$ cat src/design/rot_pkg.sv
// Shared types and constants of the resource ownership table.
package rot_pkg;

   localparam int MODE_W      = 3;
   localparam int OWNER_W     = 16;
   localparam int RES_W       = 32;
   localparam int RANGE_W     = 16;
   localparam int PERM_W      = 8;
   localparam int STATUS_W    = 2;
   localparam int REMOVED_W   = 7;
   localparam int LIMIT_W     = 16;
   localparam int CSR_ADDR_W  = 1;
   localparam int CSR_DATA_W  = 16;

   localparam logic [MODE_W-1:0] MODE_BIND   = 3'd0;
   localparam logic [MODE_W-1:0] MODE_PAGES  = 3'd1;
   localparam logic [MODE_W-1:0] MODE_BLOCKS = 3'd2;
   localparam logic [MODE_W-1:0] MODE_VERIFY = 3'd3;
   localparam logic [MODE_W-1:0] MODE_REVOKE = 3'd4;

   localparam logic [STATUS_W-1:0] STATUS_OK    = 2'd0;
   localparam logic [STATUS_W-1:0] STATUS_FULL  = 2'd1;
   localparam logic [STATUS_W-1:0] STATUS_BOUND = 2'd2;

   localparam logic [CSR_ADDR_W-1:0] CSR_PAGE_LIMIT  = 1'b0;
   localparam logic [CSR_ADDR_W-1:0] CSR_BLOCK_LIMIT = 1'b1;

   localparam logic [LIMIT_W-1:0] PAGE_LIMIT_RESET  = 16'd1024;
   localparam logic [LIMIT_W-1:0] BLOCK_LIMIT_RESET = 16'd2048;

   typedef struct packed {
      logic [RES_W-1:0]   resource;
      logic [OWNER_W-1:0] owner;
      logic [PERM_W-1:0]  permissions;
   } rot_entry_type;

   typedef struct packed {
      logic [STATUS_W-1:0]  status;
      logic                 granted;
      logic [REMOVED_W-1:0] removed_count;
   } rot_result_type;

   typedef struct packed {
      logic           valid;
      rot_result_type result;
   } rot_done_type;

endpackage

$ cat src/design/rot_interfaces.sv
// Request, response and register write channels of the resource ownership table.
interface rot_req_if import rot_pkg::*; ();
   logic               valid;
   logic               ready;
   logic [MODE_W-1:0]  mode;
   logic [OWNER_W-1:0] owner;
   logic [RES_W-1:0]   res_id;
   logic [RANGE_W-1:0] range_count;
   logic [PERM_W-1:0]  permissions;

   modport source (output valid, mode, owner, res_id, range_count, permissions,
                   input ready);
   modport sink   (input valid, mode, owner, res_id, range_count, permissions,
                   output ready);
endinterface

interface rot_rsp_if import rot_pkg::*; ();
   logic                 valid;
   logic                 ready;
   logic [STATUS_W-1:0]  status;
   logic                 granted;
   logic [REMOVED_W-1:0] removed_count;

   modport source (output valid, status, granted, removed_count, input ready);
   modport sink   (input valid, status, granted, removed_count, output ready);
endinterface

interface rot_csr_if import rot_pkg::*; ();
   logic                  valid;
   logic                  ready;
   logic [CSR_ADDR_W-1:0] addr;
   logic [CSR_DATA_W-1:0] data;

   modport source (output valid, addr, data, input ready);
   modport sink   (input valid, addr, data, output ready);
endinterface

$ cat src/design/resource_ownership_table_core.sv
// Top level of the resource ownership table: limit registers and response register.
//
// req_chan carries one request beat (mode, owner, res_id, range_count,
// permissions); every request gives exactly one beat on rsp_chan (status,
// granted, removed_count). csr_chan writes page_limit (addr 0) and
// block_limit (addr 1); it is always ready and should be used while idle.
// Requests are handled one at a time out of a table memory with one write
// port and a registered read port, one stored entry scanned per cycle;
// req_chan is ready only while the sequencer is idle.
// A single bind scans every stored entry and then appends, stops on a
// duplicate, or finishes without a scan when the table is full; verify
// stops early on a hit; revoke scans every entry, compacting the table in
// place during its scan. A range bind repeats the single bind per id; out
// of range or empty range finishes without a scan. The sequencer returns
// to idle once its response is taken into the output register.
// The response sits in an output register, so the next request is taken
// while a finished response still waits; a stalled rsp_chan holds its beat
// and stops the sequencer only once a second response is ready.
// Reset empties the table and restores limits to 1024 and 2048.
module resource_ownership_table_core import rot_pkg::*; #(
   parameter int TABLE_DEPTH = 64
) (
   input  logic       clock,
   input  logic       reset,
   rot_req_if.sink    req_chan,
   rot_rsp_if.source  rsp_chan,
   rot_csr_if.sink    csr_chan
);

   logic [LIMIT_W-1:0] page_limit_ff, page_limit_in;
   logic [LIMIT_W-1:0] block_limit_ff, block_limit_in;
   logic               rsp_valid_ff, rsp_valid_in;
   rot_result_type     rsp_data_ff, rsp_data_in;
   rot_done_type       done;
   logic               take;

   rot_engine #(
      .TABLE_DEPTH (TABLE_DEPTH)
   ) u_engine (
      .clock       (clock),
      .reset       (reset),
      .req         (req_chan),
      .page_limit  (page_limit_ff),
      .block_limit (block_limit_ff),
      .take        (take),
      .done        (done)
   );

   assign take = !rsp_valid_ff || rsp_chan.ready;

   always_comb begin
      page_limit_in  = page_limit_ff;
      block_limit_in = block_limit_ff;
      rsp_valid_in   = rsp_valid_ff;
      rsp_data_in    = rsp_data_ff;
      if (csr_chan.valid) begin
         case (csr_chan.addr)
            CSR_PAGE_LIMIT:  page_limit_in  = csr_chan.data;
            CSR_BLOCK_LIMIT: block_limit_in = csr_chan.data;
            default: begin
            end
         endcase
      end
      if (take) begin
         rsp_valid_in = done.valid;
         if (done.valid) begin
            rsp_data_in = done.result;
         end
      end
   end

   always_ff @(posedge clock) begin
      if (reset) begin
         page_limit_ff  <= PAGE_LIMIT_RESET;
         block_limit_ff <= BLOCK_LIMIT_RESET;
         rsp_valid_ff   <= 1'b0;
      end else begin
         page_limit_ff  <= page_limit_in;
         block_limit_ff <= block_limit_in;
         rsp_valid_ff   <= rsp_valid_in;
         rsp_data_ff    <= rsp_data_in;
      end
   end

   assign csr_chan.ready         = 1'b1;
   assign rsp_chan.valid         = rsp_valid_ff;
   assign rsp_chan.status        = rsp_data_ff.status;
   assign rsp_chan.granted       = rsp_data_ff.granted;
   assign rsp_chan.removed_count = rsp_data_ff.removed_count;

endmodule

$ cat src/design/rot_engine.sv
// Table memory and request sequencer: scan, append and compacting revoke.
module rot_engine import rot_pkg::*; #(
   parameter int TABLE_DEPTH = 64
) (
   input  logic               clock,
   input  logic               reset,
   rot_req_if.sink            req,
   input  logic [LIMIT_W-1:0] page_limit,
   input  logic [LIMIT_W-1:0] block_limit,
   input  logic               take,
   output rot_done_type       done
);

   localparam int AW = (TABLE_DEPTH > 1) ? $clog2(TABLE_DEPTH) : 1;
   localparam int CW = $clog2(TABLE_DEPTH + 1);
   localparam logic [CW-1:0] FULL_COUNT = CW'(TABLE_DEPTH);

   typedef enum logic [2:0] {
      ST_IDLE,
      ST_BIND_START,
      ST_SCAN,
      ST_REVOKE,
      ST_FINISH
   } state_type;

   state_type          state_ff, state_in;
   logic [CW-1:0]      count_ff, count_in;
   logic [CW-1:0]      issue_ff, issue_in;
   logic [CW-1:0]      kept_ff, kept_in;
   logic               pend_ff, pend_in;
   logic               verify_ff, verify_in;
   logic [RES_W-1:0]   cur_id_ff, cur_id_in;
   logic [RANGE_W-1:0] remaining_ff, remaining_in;
   logic [OWNER_W-1:0] owner_ff, owner_in;
   logic [PERM_W-1:0]  perm_ff, perm_in;
   rot_result_type     result_ff, result_in;

   rot_entry_type      mem [TABLE_DEPTH];
   rot_entry_type      rd_data_ff;
   logic [AW-1:0]      rd_addr;
   logic               wr_en;
   logic [AW-1:0]      wr_addr;
   rot_entry_type      wr_data;

   logic               hit;
   logic               at_end;
   logic [CW-1:0]      kept_next;
   logic [RES_W:0]     range_end;
   logic [LIMIT_W-1:0] limit;

   always_ff @(posedge clock) begin
      if (wr_en) begin
         mem[wr_addr] <= wr_data;
      end
      rd_data_ff <= mem[rd_addr];
   end

   assign hit    = pend_ff && (rd_data_ff.resource == cur_id_ff);
   assign at_end = (issue_ff == count_ff);
   assign limit  = (req.mode == MODE_PAGES) ? page_limit : block_limit;
   assign range_end = {1'b0, req.res_id} + {{(RES_W + 1 - RANGE_W){1'b0}}, req.range_count};

   always_comb begin
      state_in     = state_ff;
      count_in     = count_ff;
      issue_in     = issue_ff;
      kept_in      = kept_ff;
      pend_in      = 1'b0;
      verify_in    = verify_ff;
      cur_id_in    = cur_id_ff;
      remaining_in = remaining_ff;
      owner_in     = owner_ff;
      perm_in      = perm_ff;
      result_in    = result_ff;
      rd_addr      = issue_ff[AW-1:0];
      wr_en        = 1'b0;
      wr_addr      = count_ff[AW-1:0];
      wr_data      = '{resource: cur_id_ff, owner: owner_ff, permissions: perm_ff};
      kept_next    = kept_ff;

      case (state_ff)
         ST_IDLE: begin
            if (req.valid) begin
               owner_in     = req.owner;
               perm_in      = req.permissions;
               cur_id_in    = req.res_id;
               remaining_in = RANGE_W'(1);
               result_in    = '0;
               issue_in     = '0;
               kept_in      = '0;
               verify_in    = 1'b0;
               case (req.mode)
                  MODE_BIND: begin
                     state_in = ST_BIND_START;
                  end
                  MODE_PAGES, MODE_BLOCKS: begin
                     remaining_in = req.range_count;
                     if (range_end > {{(RES_W + 1 - LIMIT_W){1'b0}}, limit}) begin
                        result_in.status = STATUS_FULL;
                        state_in = ST_FINISH;
                     end else if (req.range_count == '0) begin
                        state_in = ST_FINISH;
                     end else begin
                        state_in = ST_BIND_START;
                     end
                  end
                  MODE_VERIFY: begin
                     verify_in = 1'b1;
                     state_in  = ST_SCAN;
                  end
                  MODE_REVOKE: begin
                     state_in = ST_REVOKE;
                  end
                  default: begin
                     state_in = ST_FINISH;
                  end
               endcase
            end
         end
         ST_BIND_START: begin
            issue_in = '0;
            if (count_ff == FULL_COUNT) begin
               result_in.status = STATUS_FULL;
               state_in = ST_FINISH;
            end else begin
               state_in = ST_SCAN;
            end
         end
         ST_SCAN: begin
            if (hit) begin
               if (verify_ff) begin
                  result_in.granted = (rd_data_ff.owner == owner_ff) &&
                                      ((rd_data_ff.permissions & perm_ff) != '0);
               end else begin
                  result_in.status = STATUS_BOUND;
               end
               state_in = ST_FINISH;
            end else if (at_end) begin
               if (verify_ff) begin
                  state_in = ST_FINISH;
               end else begin
                  wr_en        = 1'b1;
                  count_in     = count_ff + CW'(1);
                  cur_id_in    = cur_id_ff + RES_W'(1);
                  remaining_in = remaining_ff - RANGE_W'(1);
                  if (remaining_ff == RANGE_W'(1)) begin
                     state_in = ST_FINISH;
                  end else begin
                     state_in = ST_BIND_START;
                  end
               end
            end else begin
               issue_in = issue_ff + CW'(1);
               pend_in  = 1'b1;
            end
         end
         ST_REVOKE: begin
            if (pend_ff && (rd_data_ff.owner != owner_ff)) begin
               wr_en     = 1'b1;
               wr_addr   = kept_ff[AW-1:0];
               wr_data   = rd_data_ff;
               kept_next = kept_ff + CW'(1);
            end
            kept_in = kept_next;
            if (at_end) begin
               count_in = kept_next;
               result_in.removed_count = REMOVED_W'(count_ff - kept_next);
               state_in = ST_FINISH;
            end else begin
               issue_in = issue_ff + CW'(1);
               pend_in  = 1'b1;
            end
         end
         ST_FINISH: begin
            if (take) begin
               state_in = ST_IDLE;
            end
         end
         default: begin
            state_in = ST_IDLE;
         end
      endcase
   end

   always_ff @(posedge clock) begin
      if (reset) begin
         state_ff <= ST_IDLE;
         count_ff <= '0;
         pend_ff  <= 1'b0;
      end else begin
         state_ff     <= state_in;
         count_ff     <= count_in;
         pend_ff      <= pend_in;
         issue_ff     <= issue_in;
         kept_ff      <= kept_in;
         verify_ff    <= verify_in;
         cur_id_ff    <= cur_id_in;
         remaining_ff <= remaining_in;
         owner_ff     <= owner_in;
         perm_ff      <= perm_in;
         result_ff    <= result_in;
      end
   end

   assign req.ready    = (state_ff == ST_IDLE);
   assign done.valid   = (state_ff == ST_FINISH);
   assign done.result  = result_ff;

endmodule

$ cat src/flat_wrapper.sv
// flat-port wrapper written by rule: the top's interface ports become plain ports
module resource_ownership_table_core_flat import rot_pkg::*;
#(
   parameter int TABLE_DEPTH = 64
)
  (clock, reset, req_chan_valid, req_chan_mode, req_chan_owner, req_chan_res_id, req_chan_range_count, req_chan_permissions, req_chan_ready, rsp_chan_valid, rsp_chan_status, rsp_chan_granted, rsp_chan_removed_count, rsp_chan_ready, csr_chan_valid, csr_chan_addr, csr_chan_data, csr_chan_ready);
  rot_req_if req_chan_i ();
  rot_rsp_if rsp_chan_i ();
  rot_csr_if csr_chan_i ();
  input  logic clock;
  input  logic reset;
  input wire logic [$bits(req_chan_i.valid)-1:0] req_chan_valid;
  input wire logic [$bits(req_chan_i.mode)-1:0] req_chan_mode;
  input wire logic [$bits(req_chan_i.owner)-1:0] req_chan_owner;
  input wire logic [$bits(req_chan_i.res_id)-1:0] req_chan_res_id;
  input wire logic [$bits(req_chan_i.range_count)-1:0] req_chan_range_count;
  input wire logic [$bits(req_chan_i.permissions)-1:0] req_chan_permissions;
  output wire logic [$bits(req_chan_i.ready)-1:0] req_chan_ready;
  output wire logic [$bits(rsp_chan_i.valid)-1:0] rsp_chan_valid;
  output wire logic [$bits(rsp_chan_i.status)-1:0] rsp_chan_status;
  output wire logic [$bits(rsp_chan_i.granted)-1:0] rsp_chan_granted;
  output wire logic [$bits(rsp_chan_i.removed_count)-1:0] rsp_chan_removed_count;
  input wire logic [$bits(rsp_chan_i.ready)-1:0] rsp_chan_ready;
  input wire logic [$bits(csr_chan_i.valid)-1:0] csr_chan_valid;
  input wire logic [$bits(csr_chan_i.addr)-1:0] csr_chan_addr;
  input wire logic [$bits(csr_chan_i.data)-1:0] csr_chan_data;
  output wire logic [$bits(csr_chan_i.ready)-1:0] csr_chan_ready;
  assign req_chan_i.valid = req_chan_valid;
  assign req_chan_i.mode = req_chan_mode;
  assign req_chan_i.owner = req_chan_owner;
  assign req_chan_i.res_id = req_chan_res_id;
  assign req_chan_i.range_count = req_chan_range_count;
  assign req_chan_i.permissions = req_chan_permissions;
  assign req_chan_ready = req_chan_i.ready;
  assign rsp_chan_valid = rsp_chan_i.valid;
  assign rsp_chan_status = rsp_chan_i.status;
  assign rsp_chan_granted = rsp_chan_i.granted;
  assign rsp_chan_removed_count = rsp_chan_i.removed_count;
  assign rsp_chan_i.ready = rsp_chan_ready;
  assign csr_chan_i.valid = csr_chan_valid;
  assign csr_chan_i.addr = csr_chan_addr;
  assign csr_chan_i.data = csr_chan_data;
  assign csr_chan_ready = csr_chan_i.ready;
  resource_ownership_table_core #(.TABLE_DEPTH(TABLE_DEPTH)) u_core (.clock(clock), .reset(reset), .req_chan(req_chan_i), .rsp_chan(rsp_chan_i), .csr_chan(csr_chan_i));
endmodule
$ cat config.mk
export PLATFORM = sky130hd
export DESIGN_NAME = resource_ownership_table_core_flat
export DESIGN_NICKNAME = d
export VERILOG_FILES = /design/src/design/rot_pkg.sv /design/src/design/rot_interfaces.sv /design/src/design/resource_ownership_table_core.sv /design/src/design/rot_engine.sv /design/src/flat_wrapper.sv
export SDC_FILE = /design/constraint.sdc
export NUM_CORES = 2
export LEC_CHECK = 0
export BUFFER_PORTS_ARGS = -buffer_cell sky130_fd_sc_hd__buf_2
export CORE_UTILIZATION = 60
export CTS_BUF_LIST = sky130_fd_sc_hd__clkbuf_8 sky130_fd_sc_hd__clkbuf_16
export DETAILED_ROUTE_END_ITERATION = 16
export PLACE_DENSITY_LB_ADDON = 0.3
export RECOVER_POWER = 25
export SYNTH_ARGS = -nofsm -noshare
export SYNTH_HDL_FRONTEND = slang
export SYNTH_SLANG_ARGS = --single-unit
export TNS_END_PERCENT = 1
$ cat constraint.sdc
create_clock -name clock -period 19.1 [get_ports clock]
set_input_delay 1.91 -clock clock [delete_from_list [all_inputs] [get_ports clock]]
set_output_delay 1.91 -clock clock [all_outputs]
set_load 0.02 [all_outputs]
==> flow_summary.ini <==
[cts]
clock_sinks = 3791
cts_tree = done
cts_max_path_buffers = 4
clk_latency_ns = 1.00
htreeDepth = 5
numCtsBuffers = 375
cts-root-buf = clkbuf_16
clk_pin_slew_ns = 0.06
cts_setup_buffers = 0
cts.repair.resized = 0
cts_hold_buf = 0

[synth]
yosys_register_bits = 3791
synthesis.area_um2 = 147400
synth_area_leaders = edfxtp_1 75%, mux4_2 18%, dfxtp_1 1.4%, clkbuf_1 0.57%, nand2_1 0.45%
synth_top_cells_by_count = 3691 x edfxtp_1, 1176 x mux4_2, 223 x clkbuf_1
syn_nets = 6490
synth_top_area_share_pct = 75.20
yosysWarnings = 0
syn-instance-count = 6346
synth_edf_count = 3691
yosys.cell_count.top_type = edfxtp_1
ys_seq_area_share_pct = 76.56
synth_cell_type_count = 80
postSynthAreaPerCell_um2 = 23.23
async_flop_share_pct = 0
synth_top_cell_by_area = edfxtp_1
synthFlopType = edfxtp_1

[sta]
fin_setup_tns_ns = 0
slew_headroom_pct = -202.0
setup_viol = 0
rsz0062_at_grt = false
slew_violations = 2255
clock_skew_ns = 0.08167
holdWs_ns = 0.4062
period_share_pct = 60.73
worstMarginPinSlew_ns = 4.530
hold_violations = 0
max_clock_freq_ghz = 0.08621
layout_setup_ws_ns = 7.500
finalWorstPathRequiredPeriod_ns = 11.60

[cells_and_area]
multi_input_area_um2 = 33590
seq_area_um2 = 112800
fillers = 14446
areaGrowthSynthToFinish_pct = 11.41
final_area_um2 = 164200
instances_no_fill = 10181
fin_nets = 6817
layout-drive-gt1-share_pct = 29.25

[route]
avgRoutedWirePerCell_um = 40.46
drtPass1Iterations = 6
vias = 73870
drtAntennaViolNets = 0
drc_errors = 0
vias_per_cell = 7.256
drt-initial-drc-count = 12715
wl_mm = 411.9

[placed_design]
placed_area_um2 = 152500
place_ws_ns = 12.11
dp_hpwl_mm = 209.2
globalplace.congestion = 0.8704
portBuffers = 108
dp_cells = 9497

[worst_setup_path]
worstPathCellList = xnor2_1 -> nand4_1 -> o41ai_1 -> clkbuf_1 -> nor2_1 -> clkbuf_1 -> mux2i_1 -> or3_1 -> nor2_4 -> buf_4 -> buf_4
endpoint_kind = register
crit_fanout = 55
cp-start-kind = register
worst-endpoint-arrival_ns = 12.21
required_ns = 19.71
cpMaxStageDelayCell = clkbuf_1
slowest_delay_ns = 3.29
timing.setup.critical_path_class = register to register

[floorplan]
dieArea_um2 = 247600
die_w_um = 497.6
std_cell_rows = 181
core_area_um2 = 243700
die_h_um = 497.6
io_pins = 110
start_util_pct = 60.49

[outcome]
status = finished, violations left
violations = capacitance limit, slew limit

[power]
p_leak_uw = 0.05109
power_density_nw_per_um2 = 110.4
irDropWorstVdd_mv = 0.09705

[global_route]
overflow = 0
grtUsageTotal_pct = 33.52
antenna_found_initial = 21
grt_pass1_wl_mm = 573.1
grt_max_degree = 149
grt_pass1_vias = 73803

[flow_run]
cap_violations = 42

[worst_hold_path]
hold_class = register to register
[flip-flops by register name (all words and copies together) (netlist names), 8 cells and up]
signal / cells
u_core.u_engine.done: 10
u_core.u_engine.rd_data_ff: 56
u_core.u_engine.remaining_ff: 16
u_core.page_limit_ff: 16
u_core.u_engine.owner_ff: 16
u_core.u_engine.perm_ff: 8
u_core.u_engine.mem: 3584
u_core.block_limit_ff: 16
u_core.u_engine.cur_id_ff: 32
[metal layers]
metal | wire, µm | track usage [%]
met4 | 19880 | 14.40
met2 | 196300 | 52.40
met1 | 142000 | 45.41
met3 | 53610 | 8.532
met5 | 98 | 0
[critical path, delay by kind of cell, from the launching register on]
kind / cells / cell delay (ns)
and+or+nand+nor: 4 / 4.42
AOI/OAI and AO/OA: 1 / 0.43
muxes: 1 / 0.76
xor gates and xnor gates: 1 / 0.26
DFF: 1 / 0.42
buffers and inverters: 4 / 4.75
[path summary, 6_finish.rpt]
| check | startpoint | end | slack [ns] | depth (start not counted) |
|---|---|---|---|---|
| setup / recovery | u_core.u_engine.owner_ff[15] | u_core.u_engine.mem[57][17] | 7.50 | 11 |
| hold / removal | u_core.u_engine.done[5] | u_core.rsp_chan.removed_count[5] | 0.41 | 0 |
| setup reg to reg | u_core.u_engine.owner_ff[15] | u_core.u_engine.mem[57][17] | 7.50 | 11 |
| hold reg to reg | u_core.u_engine.done[5] | u_core.rsp_chan.removed_count[5] | 0.41 | 0 |
[where the power goes]
part | leakage [µW] | internal [µW] | switching (µW)
Sequential | 0.0340 | 9330 | 78.3
Combinational | 0.0109 | 648 | 907
Clock | 0.00615 | 4070 | 3100
Total | 0.0511 | 14000 | 4090
[through the flow]
step                utilization [%]  power (µW)
detailed placement            62.58       11090
finish                        67.39       18130
CTS                           67.43       18150
floorplan                         -       10580
global route                  67.38       18530
global placement              62.58       11060
[area by class of cell]
| type | instances | share of cell area [%] |
|---|---|---|
| Clock buffer | 396 | 5.925 |
| Clock inverter | 276 | 1.270 |
| Multi-Input combinational cell | 2193 | 20.45 |
| Antenna cell | 11 | 0.01676 |
| Sequential cell | 3791 | 68.71 |
| Tap cell | 3202 | 2.440 |
| Inverter | 30 | 0.06857 |
| Timing Repair Buffer | 282 | 1.113 |
[placed cells by master, fill, tap and decap left out, types with 55 or more instances in the layout]
cell,n
buf_4,153
buf_2,78
nand2_1,175
xnor2_1,64
nor2_4,64
nor2_1,84
mux4_2,1176
dfxtp_1,100
o21ai_0,80
clkinv_2,55
edfxtp_1,3691
clkinv_1,62
clkbuf_16,380
xor2_1,67
inv_1,128
a21oi_1,82
[kinds of logic after synthesis]
family / after synthesis / synth area share, %
adder cells (fa/ha/maj): 48 / 0.4168
AND/OR/NAND/NOR: 499 / 1.576
multiplexers: 1256 / 18.57
buffers and inverters: 362 / 0.9873
flip-flops: 3791 / 76.56
XOR/XNOR: 131 / 0.7784
other: 1 / 0.002544
AO/OA/AOI/OAI: 258 / 1.117
No activity file was read; power rests on OpenSTA's default activity.
